$ cat src/design/drm_pkg.sv
`default_nettype none
package drm_pkg;

  // rectangle edges in canvas coordinates: y2 is y + h - 1, x2 is x + w - 1 aligned and clamped
  localparam int COORD_W  = 14;
  localparam int AREA_W   = 2 * COORD_W;
  localparam int SCR_W    = 16;
  localparam int CW_W     = 13;
  localparam int RX_W     = 12;
  localparam int RW_W     = 13;
  localparam int CFG_IDX_W = 2;
  localparam int CFG_DATA_W = 16;

  localparam int DEF_SLOTS = 4;

  localparam logic [CW_W-1:0] CANVAS_W_RST = CW_W'(320);

  // configuration register indexes
  localparam logic [CFG_IDX_W-1:0] CFG_CANVAS_W = 2'd0;
  localparam logic [CFG_IDX_W-1:0] CFG_ORIGIN_X = 2'd1;
  localparam logic [CFG_IDX_W-1:0] CFG_ORIGIN_Y = 2'd2;
  localparam logic [CFG_IDX_W-1:0] CFG_BATCH_EN = 2'd3;

  // item opcodes
  localparam logic OP_ADD   = 1'b0;
  localparam logic OP_FLUSH = 1'b1;

  // multiplier operand select
  localparam logic MUL_JOIN = 1'b0;
  localparam logic MUL_SLOT = 1'b1;

  typedef struct packed {
    logic [COORD_W-1:0] x1;
    logic [COORD_W-1:0] y1;
    logic [COORD_W-1:0] x2;
    logic [COORD_W-1:0] y2;
  } rect_t;

  typedef struct packed {
    logic mul_en;
    logic mul_sel;
  } ru_ctl_t;

  typedef struct packed {
    logic  overlap;
    rect_t merged;
  } ru_stat_t;

  typedef enum logic [2:0] {
    ST_IDLE,
    ST_SCAN,
    ST_COST_J,
    ST_COST_S,
    ST_COST_C,
    ST_MERGE,
    ST_FLUSH,
    ST_EMIT
  } state_t;

endpackage
`default_nettype wire

$ cat src/design/drm_slot_store.sv
`default_nettype none
module drm_slot_store #(
  parameter int SLOTS = drm_pkg::DEF_SLOTS,
  parameter int IDX_W = (SLOTS > 1) ? $clog2(SLOTS) : 1
) (
  input  wire logic                 clk,
  input  wire logic                 we,
  input  wire logic [IDX_W-1:0]     waddr,
  input  wire drm_pkg::rect_t       wdata,
  input  wire logic [IDX_W-1:0]     raddr,
  output drm_pkg::rect_t            rdata
);

  // contents undefined until written; only entries below the fill count are read
  drm_pkg::rect_t slot_r [SLOTS];

  always_ff @(posedge clk) begin
    if (we) begin
      slot_r[waddr] <= wdata;
    end
  end

  assign rdata = slot_r[raddr];

endmodule
`default_nettype wire

$ cat src/design/drm_region_unit.sv
`default_nettype none
module drm_region_unit (
  input  wire logic                         clk,
  input  wire drm_pkg::rect_t               slot_i,
  input  wire drm_pkg::rect_t               new_i,
  input  wire drm_pkg::ru_ctl_t             ctl_i,
  output drm_pkg::ru_stat_t                 stat_o,
  output logic [drm_pkg::AREA_W-1:0]        prod_o
);

  drm_pkg::rect_t               join_c;
  logic [drm_pkg::COORD_W-1:0]  mul_a;
  logic [drm_pkg::COORD_W-1:0]  mul_b;
  logic [drm_pkg::AREA_W-1:0]   prod_r;
  logic [drm_pkg::AREA_W-1:0]   prod_nxt;

  always_comb begin
    join_c.x1 = (slot_i.x1 < new_i.x1) ? slot_i.x1 : new_i.x1;
    join_c.y1 = (slot_i.y1 < new_i.y1) ? slot_i.y1 : new_i.y1;
    join_c.x2 = (slot_i.x2 > new_i.x2) ? slot_i.x2 : new_i.x2;
    join_c.y2 = (slot_i.y2 > new_i.y2) ? slot_i.y2 : new_i.y2;
  end

  assign stat_o.merged  = join_c;
  assign stat_o.overlap = !((slot_i.x2 < new_i.x1) || (new_i.x2 < slot_i.x1) ||
                            (slot_i.y2 < new_i.y1) || (new_i.y2 < slot_i.y1));

  // width and height of the selected box, edges are ordered so no borrow
  always_comb begin
    if (ctl_i.mul_sel == drm_pkg::MUL_SLOT) begin
      mul_a = slot_i.x2 - slot_i.x1 + drm_pkg::COORD_W'(1);
      mul_b = slot_i.y2 - slot_i.y1 + drm_pkg::COORD_W'(1);
    end else begin
      mul_a = join_c.x2 - join_c.x1 + drm_pkg::COORD_W'(1);
      mul_b = join_c.y2 - join_c.y1 + drm_pkg::COORD_W'(1);
    end
    prod_nxt = drm_pkg::AREA_W'(mul_a) * drm_pkg::AREA_W'(mul_b);
  end

  always_ff @(posedge clk) begin
    if (ctl_i.mul_en) begin
      prod_r <= prod_nxt;
    end
  end

  assign prod_o = prod_r;

endmodule
`default_nettype wire

$ cat src/design/dirty_region_merger_unit.sv
// add, batching on: a scan merges the item into the first overlapping slot or fills a
//   free one; with the store full the shared area multiplier picks the cheapest slot
// add, batching off: one beat out; flush: one beat per stored slot; both wait on stall
// one item at a time; the output register lets the next item in while a beat waits
// reset (rst_n low, synchronous): idle, store empty, registers to their reset values;
//   slot contents are not cleared
`default_nettype none
module dirty_region_merger_unit #(
  parameter int SLOTS = drm_pkg::DEF_SLOTS
) (
  input  wire logic                              clk,
  input  wire logic                              rst_n,
  // item channel
  input  wire logic                              in_valid,
  output logic                                   in_stall,
  input  wire logic                              in_op,
  input  wire logic [drm_pkg::RX_W-1:0]          in_rect_x,
  input  wire logic [drm_pkg::RX_W-1:0]          in_rect_y,
  input  wire logic [drm_pkg::RW_W-1:0]          in_rect_w,
  input  wire logic [drm_pkg::RW_W-1:0]          in_rect_h,
  // result channel
  output logic                                   out_valid,
  input  wire logic                              out_stall,
  output logic signed [drm_pkg::SCR_W-1:0]       out_left,
  output logic signed [drm_pkg::SCR_W-1:0]       out_top,
  output logic signed [drm_pkg::SCR_W-1:0]       out_right,
  output logic signed [drm_pkg::SCR_W-1:0]       out_bottom,
  output logic                                   out_last,
  // configuration write channel
  input  wire logic                              cfg_valid,
  output logic                                   cfg_ready,
  input  wire logic [drm_pkg::CFG_IDX_W-1:0]     cfg_index,
  input  wire logic [drm_pkg::CFG_DATA_W-1:0]    cfg_data
);

  localparam int IDX_W = (SLOTS > 1) ? $clog2(SLOTS) : 1;
  localparam int CNT_W = $clog2(SLOTS + 1);
  localparam logic [CNT_W-1:0] FULL_CNT = CNT_W'(SLOTS);
  localparam logic [CNT_W-1:0] LAST_IDX = CNT_W'(SLOTS - 1);

  localparam int CW = drm_pkg::COORD_W;

  // configuration registers
  logic [drm_pkg::CW_W-1:0]          canvas_w_r;
  logic signed [drm_pkg::SCR_W-1:0]  origin_x_r;
  logic signed [drm_pkg::SCR_W-1:0]  origin_y_r;
  logic                              batch_en_r;

  drm_pkg::state_t   state_r;
  drm_pkg::state_t   state_nxt;

  logic [CNT_W-1:0]  count_r;
  logic [CNT_W-1:0]  idx_r;
  logic [IDX_W-1:0]  best_r;
  logic [drm_pkg::AREA_W-1:0] min_growth_r;
  logic [drm_pkg::AREA_W-1:0] join_area_r;
  drm_pkg::rect_t    new_r;

  logic              out_valid_r;
  drm_pkg::rect_t    out_rect_r;
  logic              out_last_r;

  // accept and output strobes
  logic              in_acc;
  logic              out_free;
  logic              out_load;
  drm_pkg::rect_t    out_src;
  logic              out_last_src;

  // aligned incoming rectangle
  logic [drm_pkg::RW_W-1:0] w_eff;
  logic [drm_pkg::RW_W-1:0] h_eff;
  logic [drm_pkg::CW_W-1:0] max_x;
  logic [CW-1:0]            x2_raw;
  logic [CW-1:0]            x1_al;
  drm_pkg::rect_t           new_c;

  // store and shared unit hookup
  logic                 st_we;
  logic [IDX_W-1:0]     st_waddr;
  drm_pkg::rect_t       st_wdata;
  logic [IDX_W-1:0]     st_raddr;
  drm_pkg::rect_t       slot_rd;
  drm_pkg::ru_ctl_t     ru_ctl;
  drm_pkg::ru_stat_t    ru_stat;
  logic [drm_pkg::AREA_W-1:0] prod;
  logic [drm_pkg::AREA_W-1:0] cost;
  logic                 cost_win;

  logic                 scan_end;
  logic                 flush_end;

  assign cfg_ready = 1'b1;
  assign in_stall  = (state_r != drm_pkg::ST_IDLE);
  assign in_acc    = in_valid && !in_stall;
  assign out_free  = !out_valid_r || !out_stall;

  assign scan_end  = (idx_r == count_r);
  assign flush_end = (idx_r + CNT_W'(1) == count_r);

  // --------------------------------------------------------------------------
  // align the incoming rectangle: left down to a multiple of four, right up to
  // three mod four and clamped to the canvas, left never past right
  // --------------------------------------------------------------------------
  always_comb begin
    w_eff  = (in_rect_w == '0) ? drm_pkg::RW_W'(1) : in_rect_w;
    h_eff  = (in_rect_h == '0) ? drm_pkg::RW_W'(1) : in_rect_h;
    max_x  = ((canvas_w_r == '0) ? drm_pkg::CW_W'(1) : canvas_w_r) - drm_pkg::CW_W'(1);
    x2_raw = (CW'(in_rect_x) + CW'(w_eff) - CW'(1)) | CW'(3);
    x1_al  = CW'({in_rect_x[drm_pkg::RX_W-1:2], 2'b00});
    new_c.y1 = CW'(in_rect_y);
    new_c.y2 = CW'(in_rect_y) + CW'(h_eff) - CW'(1);
    new_c.x2 = (x2_raw > CW'(max_x)) ? CW'(max_x) : x2_raw;
    new_c.x1 = (x1_al > new_c.x2) ? new_c.x2 : x1_al;
  end

  // --------------------------------------------------------------------------
  // storage and the shared overlap / join / area unit
  // --------------------------------------------------------------------------
  drm_slot_store #(
    .SLOTS (SLOTS),
    .IDX_W (IDX_W)
  ) u_store (
    .clk   (clk),
    .we    (st_we),
    .waddr (st_waddr),
    .wdata (st_wdata),
    .raddr (st_raddr),
    .rdata (slot_rd)
  );

  drm_region_unit u_ru (
    .clk    (clk),
    .slot_i (slot_rd),
    .new_i  (new_r),
    .ctl_i  (ru_ctl),
    .stat_o (ru_stat),
    .prod_o (prod)
  );

  // join area is never below the slot area, so the cost fits the product width
  assign cost     = join_area_r - prod;
  assign cost_win = (idx_r == '0) || (cost < min_growth_r);

  // --------------------------------------------------------------------------
  // next state
  // --------------------------------------------------------------------------
  always_comb begin
    state_nxt = state_r;
    case (state_r)
      drm_pkg::ST_IDLE: begin
        if (in_acc) begin
          if (in_op == drm_pkg::OP_FLUSH) begin
            state_nxt = (count_r == '0) ? drm_pkg::ST_IDLE : drm_pkg::ST_FLUSH;
          end else if (!batch_en_r) begin
            state_nxt = drm_pkg::ST_EMIT;
          end else begin
            state_nxt = drm_pkg::ST_SCAN;
          end
        end
      end
      drm_pkg::ST_SCAN: begin
        if (scan_end) begin
          state_nxt = (count_r == FULL_CNT) ? drm_pkg::ST_COST_J : drm_pkg::ST_IDLE;
        end else if (ru_stat.overlap) begin
          state_nxt = drm_pkg::ST_IDLE;
        end
      end
      drm_pkg::ST_COST_J: state_nxt = drm_pkg::ST_COST_S;
      drm_pkg::ST_COST_S: state_nxt = drm_pkg::ST_COST_C;
      drm_pkg::ST_COST_C: begin
        state_nxt = (idx_r == LAST_IDX) ? drm_pkg::ST_MERGE : drm_pkg::ST_COST_J;
      end
      drm_pkg::ST_MERGE: state_nxt = drm_pkg::ST_IDLE;
      drm_pkg::ST_FLUSH: begin
        if (out_free && flush_end) begin
          state_nxt = drm_pkg::ST_IDLE;
        end
      end
      drm_pkg::ST_EMIT: begin
        if (out_free) begin
          state_nxt = drm_pkg::ST_IDLE;
        end
      end
      default: state_nxt = drm_pkg::ST_IDLE;
    endcase
  end

  // --------------------------------------------------------------------------
  // control outputs
  // --------------------------------------------------------------------------
  always_comb begin
    st_we          = 1'b0;
    st_waddr       = idx_r[IDX_W-1:0];
    st_wdata       = ru_stat.merged;
    st_raddr       = idx_r[IDX_W-1:0];
    ru_ctl.mul_en  = 1'b0;
    ru_ctl.mul_sel = drm_pkg::MUL_JOIN;
    out_load       = 1'b0;
    out_src        = slot_rd;
    out_last_src   = flush_end;
    case (state_r)
      drm_pkg::ST_SCAN: begin
        if (scan_end) begin
          // no overlap: take the next free slot if there is one
          if (count_r != FULL_CNT) begin
            st_we    = 1'b1;
            st_waddr = count_r[IDX_W-1:0];
            st_wdata = new_r;
          end
        end else if (ru_stat.overlap) begin
          st_we = 1'b1;
        end
      end
      drm_pkg::ST_COST_J: begin
        ru_ctl.mul_en  = 1'b1;
        ru_ctl.mul_sel = drm_pkg::MUL_JOIN;
      end
      drm_pkg::ST_COST_S: begin
        ru_ctl.mul_en  = 1'b1;
        ru_ctl.mul_sel = drm_pkg::MUL_SLOT;
      end
      drm_pkg::ST_MERGE: begin
        st_raddr = best_r;
        st_waddr = best_r;
        st_we    = 1'b1;
      end
      drm_pkg::ST_FLUSH: begin
        out_load = out_free;
      end
      drm_pkg::ST_EMIT: begin
        out_load     = out_free;
        out_src      = new_r;
        out_last_src = 1'b1;
      end
      default: begin
      end
    endcase
  end

  // --------------------------------------------------------------------------
  // registers
  // --------------------------------------------------------------------------
  always_ff @(posedge clk) begin
    if (!rst_n) begin
      state_r    <= drm_pkg::ST_IDLE;
      count_r    <= '0;
      idx_r      <= '0;
      canvas_w_r <= drm_pkg::CANVAS_W_RST;
      origin_x_r <= '0;
      origin_y_r <= '0;
      batch_en_r <= 1'b1;
    end else begin
      state_r <= state_nxt;

      if (cfg_valid && cfg_ready) begin
        case (cfg_index)
          drm_pkg::CFG_CANVAS_W: canvas_w_r <= cfg_data[drm_pkg::CW_W-1:0];
          drm_pkg::CFG_ORIGIN_X: origin_x_r <= cfg_data;
          drm_pkg::CFG_ORIGIN_Y: origin_y_r <= cfg_data;
          drm_pkg::CFG_BATCH_EN: batch_en_r <= cfg_data[0];
          default: begin
          end
        endcase
      end

      case (state_r)
        drm_pkg::ST_IDLE: begin
          idx_r <= '0;
        end
        drm_pkg::ST_SCAN: begin
          if (scan_end) begin
            idx_r <= '0;
            if (count_r != FULL_CNT) begin
              count_r <= count_r + CNT_W'(1);
            end
          end else begin
            idx_r <= idx_r + CNT_W'(1);
          end
        end
        drm_pkg::ST_COST_C: begin
          idx_r <= idx_r + CNT_W'(1);
        end
        drm_pkg::ST_FLUSH: begin
          if (out_free) begin
            idx_r <= idx_r + CNT_W'(1);
            if (flush_end) begin
              count_r <= '0;
            end
          end
        end
        default: begin
        end
      endcase
    end
  end

  // payload of the item and the cost search, no reset needed
  always_ff @(posedge clk) begin
    if (in_acc) begin
      new_r <= new_c;
    end
    if (state_r == drm_pkg::ST_COST_S) begin
      join_area_r <= prod;
    end
    if ((state_r == drm_pkg::ST_COST_C) && cost_win) begin
      min_growth_r <= cost;
      best_r       <= idx_r[IDX_W-1:0];
    end
  end

  // output register, parts the result channel from the sequencer
  always_ff @(posedge clk) begin
    if (!rst_n) begin
      out_valid_r <= 1'b0;
    end else if (out_load) begin
      out_valid_r <= 1'b1;
    end else if (!out_stall) begin
      out_valid_r <= 1'b0;
    end
  end

  always_ff @(posedge clk) begin
    if (out_load) begin
      out_rect_r <= out_src;
      out_last_r <= out_last_src;
    end
  end

  // shift by the canvas origin, wrapping to the screen word
  assign out_valid  = out_valid_r;
  assign out_left   = {2'b00, out_rect_r.x1} + origin_x_r;
  assign out_top    = {2'b00, out_rect_r.y1} + origin_y_r;
  assign out_right  = {2'b00, out_rect_r.x2} + origin_x_r;
  assign out_bottom = {2'b00, out_rect_r.y2} + origin_y_r;
  assign out_last   = out_last_r;

endmodule
`default_nettype wire
$ cat config.mk
export PLATFORM = sky130hd
export DESIGN_NAME = dirty_region_merger_unit
export DESIGN_NICKNAME = d
export VERILOG_FILES = /design/src/design/drm_pkg.sv /design/src/design/drm_slot_store.sv /design/src/design/drm_region_unit.sv /design/src/design/dirty_region_merger_unit.sv
export SDC_FILE = /design/constraint.sdc
export NUM_CORES = 2
export LEC_CHECK = 0
export BUFFER_PORTS_ARGS = -buffer_cell sky130_fd_sc_hd__buf_2
export CORE_MARGIN = 4
export CORE_UTILIZATION = 45
export DETAILED_ROUTE_END_ITERATION = 7
export GPL_ROUTABILITY_DRIVEN = 0
export SLEW_MARGIN = 5
export SYNTH_ARGS = -nofsm -noshare
export SYNTH_HDL_FRONTEND = slang
export SYNTH_HIERARCHICAL = 1
export SYNTH_SLANG_ARGS = --single-unit
$ cat constraint.sdc
create_clock -name clk -period 14.9 [get_ports clk]
set_clock_uncertainty 0.2 [all_clocks]
set_input_delay 2.98 -clock clk [delete_from_list [all_inputs] [get_ports clk]]
set_output_delay 2.98 -clock clk [all_outputs]
set_load 0.05 [all_outputs]
==> results.cfg <==
[status]
outcome = complete, no violations

[worst_setup_path]
crit_top_cell = fa_1
worstSetupPathType = flip-flop to flip-flop
slowest_stage = o21ai_0
worstPathArrival_ns = 13.72
r2r_slack_ns = 1.34
crit_family = compound AO/OA/AOI/OAI gates
required_ns = 15.06
start_kind = flip-flop
path_buf_inv = 4
max_stage_delay_ns = 0.75
path_max_fanout = 18
end_kind = flip-flop

[clock_tree]
cts-root-buf = clkbuf_16
cts_tree = yes
cts.sinks = 477
clk_latency_ns = 0.65
clk_pin_slew_ns = 0.06
post_cts.repair.setup_buffers = 0
cts_buffers = 58
cts_buffer_depth = 3
cts_hold_buf = 0
h-tree-depth = 2
cts.repair.resized = 0

[detailed_routing]
finalWirelength_microns = 98800
drtPass1Iterations = 6
drtIter0Drc = 1937
drc = 0
wl_per_cell_microns = 20.4
detail_route.vias_per_cell = 5.53
num_vias = 26800
ant_nets = 0

[grt]
grt_pass1_wl_microns = 153000
grt_max_degree = 73
grt_pass1_vias = 26500
antenna_found_initial = 1
grt_use_total = 0.220
grt-ovfl-total = 0

[timing]
timing.final.crit_share = 0.910
worst_pin_slew_ns = 1.07
fmax_ghz = 0.0737
final_hold_viol_count = 0
setup_viol = 0
finalCriticalPeriod_ns = 13.56
rsz0062_at_grt = no
drv_slew = 0
fin_tns_setup_ns = 0
slew-limit-headroom = 0.284

[synthesis]
synth-main-ff-cell = edfxtp_1
ys_seq_elements = 477
synth_xor_area_frac = 0.0405
synth-compound-area-share = 0.108
yosysWarningCount = 6
ys_seq_area_frac = 0.366
synth_top_family_by_area = adder cells
syn_area_sq_um = 37600
syn-instance-count = 3564
async_flop_share = 0
synthSimpleGateAreaFrac = 0.102
synth_mux_area_frac = 0.0769
yosysUniqueCellTypes = 79
avgSynthCellArea_sq_um = 10.6
synth_edf_count = 421
synthAdderAreaFrac = 0.241

[job]
maxCapViolCount = 0

[layout]
nets = 4430
drive_above_1_share = 0.133
syn_to_final_growth_pct = 10.6
antenna_cells = 0

[die]
fp.dieH_microns = 297
ioPinCount = 142
rows = 105
dieArea_sq_um = 88300
initial_core_util = 0.456
fp.dieW_microns = 297
core_sq_um = 82500

[place]
dp_hpwl_microns = 75900
portBuffers = 140

[min_path]
hold_path.class = flip-flop to flip-flop
## per-stage QoR
step	util	worst slack, ns	cell area (sq um)	instances	hold WS (ns)
after floorplan	-	3.10	37600	3570	0.226
after global placement	0.480	1.57	39600	4732	0.231
after detailed placement	0.480	1.43	39600	4732	0.234
after CTS	0.505	1.41	41600	4840	0.239
after global routing	0.505	0.298	41600	4840	0.246
final	0.505	1.34	41600	4840	0.239
## routing by layer
metal	GRT usage	part of all wire	vias up	wire length (microns)
li1	-	-	12800	-
met1	0.314	0.46	13100	45500
met2	0.357	0.46	738	45000
met3	0.0319	0.064	118	6290
met4	0.0475	0.020	0	2010
met5	0	0	-	0
## synth_stat cells, types with 59 or more instances
cell      instances  area share
ha_1            482        0.16
inv_1           542       0.054
edfxtp_1        421        0.34
mux2_2          119       0.036
a21oi_1         181       0.024
nor2_1          166       0.017
fa_1            152       0.081
a21o_1           70       0.014
o21ai_0         129       0.017
a21boi_0         59       0.012
xnor2_1         119       0.028
nand2_1         329       0.033
## final cells by class
class | count | area [sq um]
timing repair buffer | 173 | 973
tap | 1070 | 1340
clock buffer | 69 | 1550
inverter | 543 | 2040
sequential | 477 | 13800
clock inverter | 39 | 434
multi-input combinational | 2469 | 21500
fill | 7542 | 40900
## worst register-to-register path, delay by kind of cell (launching register included)
kind / cells / cell delay, ns
AO/OA/AOI/OAI: 18 / 5.61
XOR/XNOR: 2 / 0.33
adder cells (fa/ha/maj): 10 / 4.25
buffers and inverters: 4 / 0.21
flip-flops: 1 / 0.44
multiplexers: 1 / 0.67
AND/OR/NAND/NOR: 9 / 1.56
## cells by family after synthesis
kind of cell	count (synthesis)
buf+inv	624
compound gates	632
fa+ha+maj	634
flops	477
mux	203
other cells	2
xor+xnor	174
simple gates	818
## state kept, by name, indices dropped and copies added (netlist names), 3 cells and up
name            cells
canvas_w_r         13
count_r             3
idx_r               3
join_area_r        28
min_growth_r       28
new_r              54
origin_x_r         16
origin_y_r         16
out_rect_r         56
state_r             3
u_ru/prod_o        28
u_store/slot_r    224
## final timing paths
kind	cells past startpoint	end	start
worst max-delay path	44	u_ru/prod_o[26]	idx_r[0]
worst min-delay path	0	join_area_r[22]	u_ru/prod_o[22]
worst min register to register	0	join_area_r[22]	u_ru/prod_o[22]
worst max register to register	44	u_ru/prod_o[26]	idx_r[0]
## layout by cell type (no fill, tap or decap), types with 35 or more instances in the layout
| master | count |
|---|---|
| nor2_1 | 164 |
| nand2b_1 | 39 |
| nand3_1 | 35 |
| inv_1 | 542 |
| xnor2_1 | 119 |
| clkbuf_16 | 59 |
| edfxtp_1 | 421 |
| buf_2 | 140 |
| dfxtp_1 | 56 |
| mux4_2 | 56 |
| fa_1 | 152 |
| ha_1 | 482 |
| a21o_1 | 70 |
| a21boi_0 | 59 |
| a21oi_1 | 178 |
| xor2_1 | 55 |
| nand2_1 | 329 |
| and2_1 | 57 |
| mux2_2 | 119 |
| nor2b_1 | 36 |
| o21ai_0 | 126 |
Power is left out: the tool's default activity adds up to more than one toggle a clock period on the data nets, which glitch-free logic cannot reach.
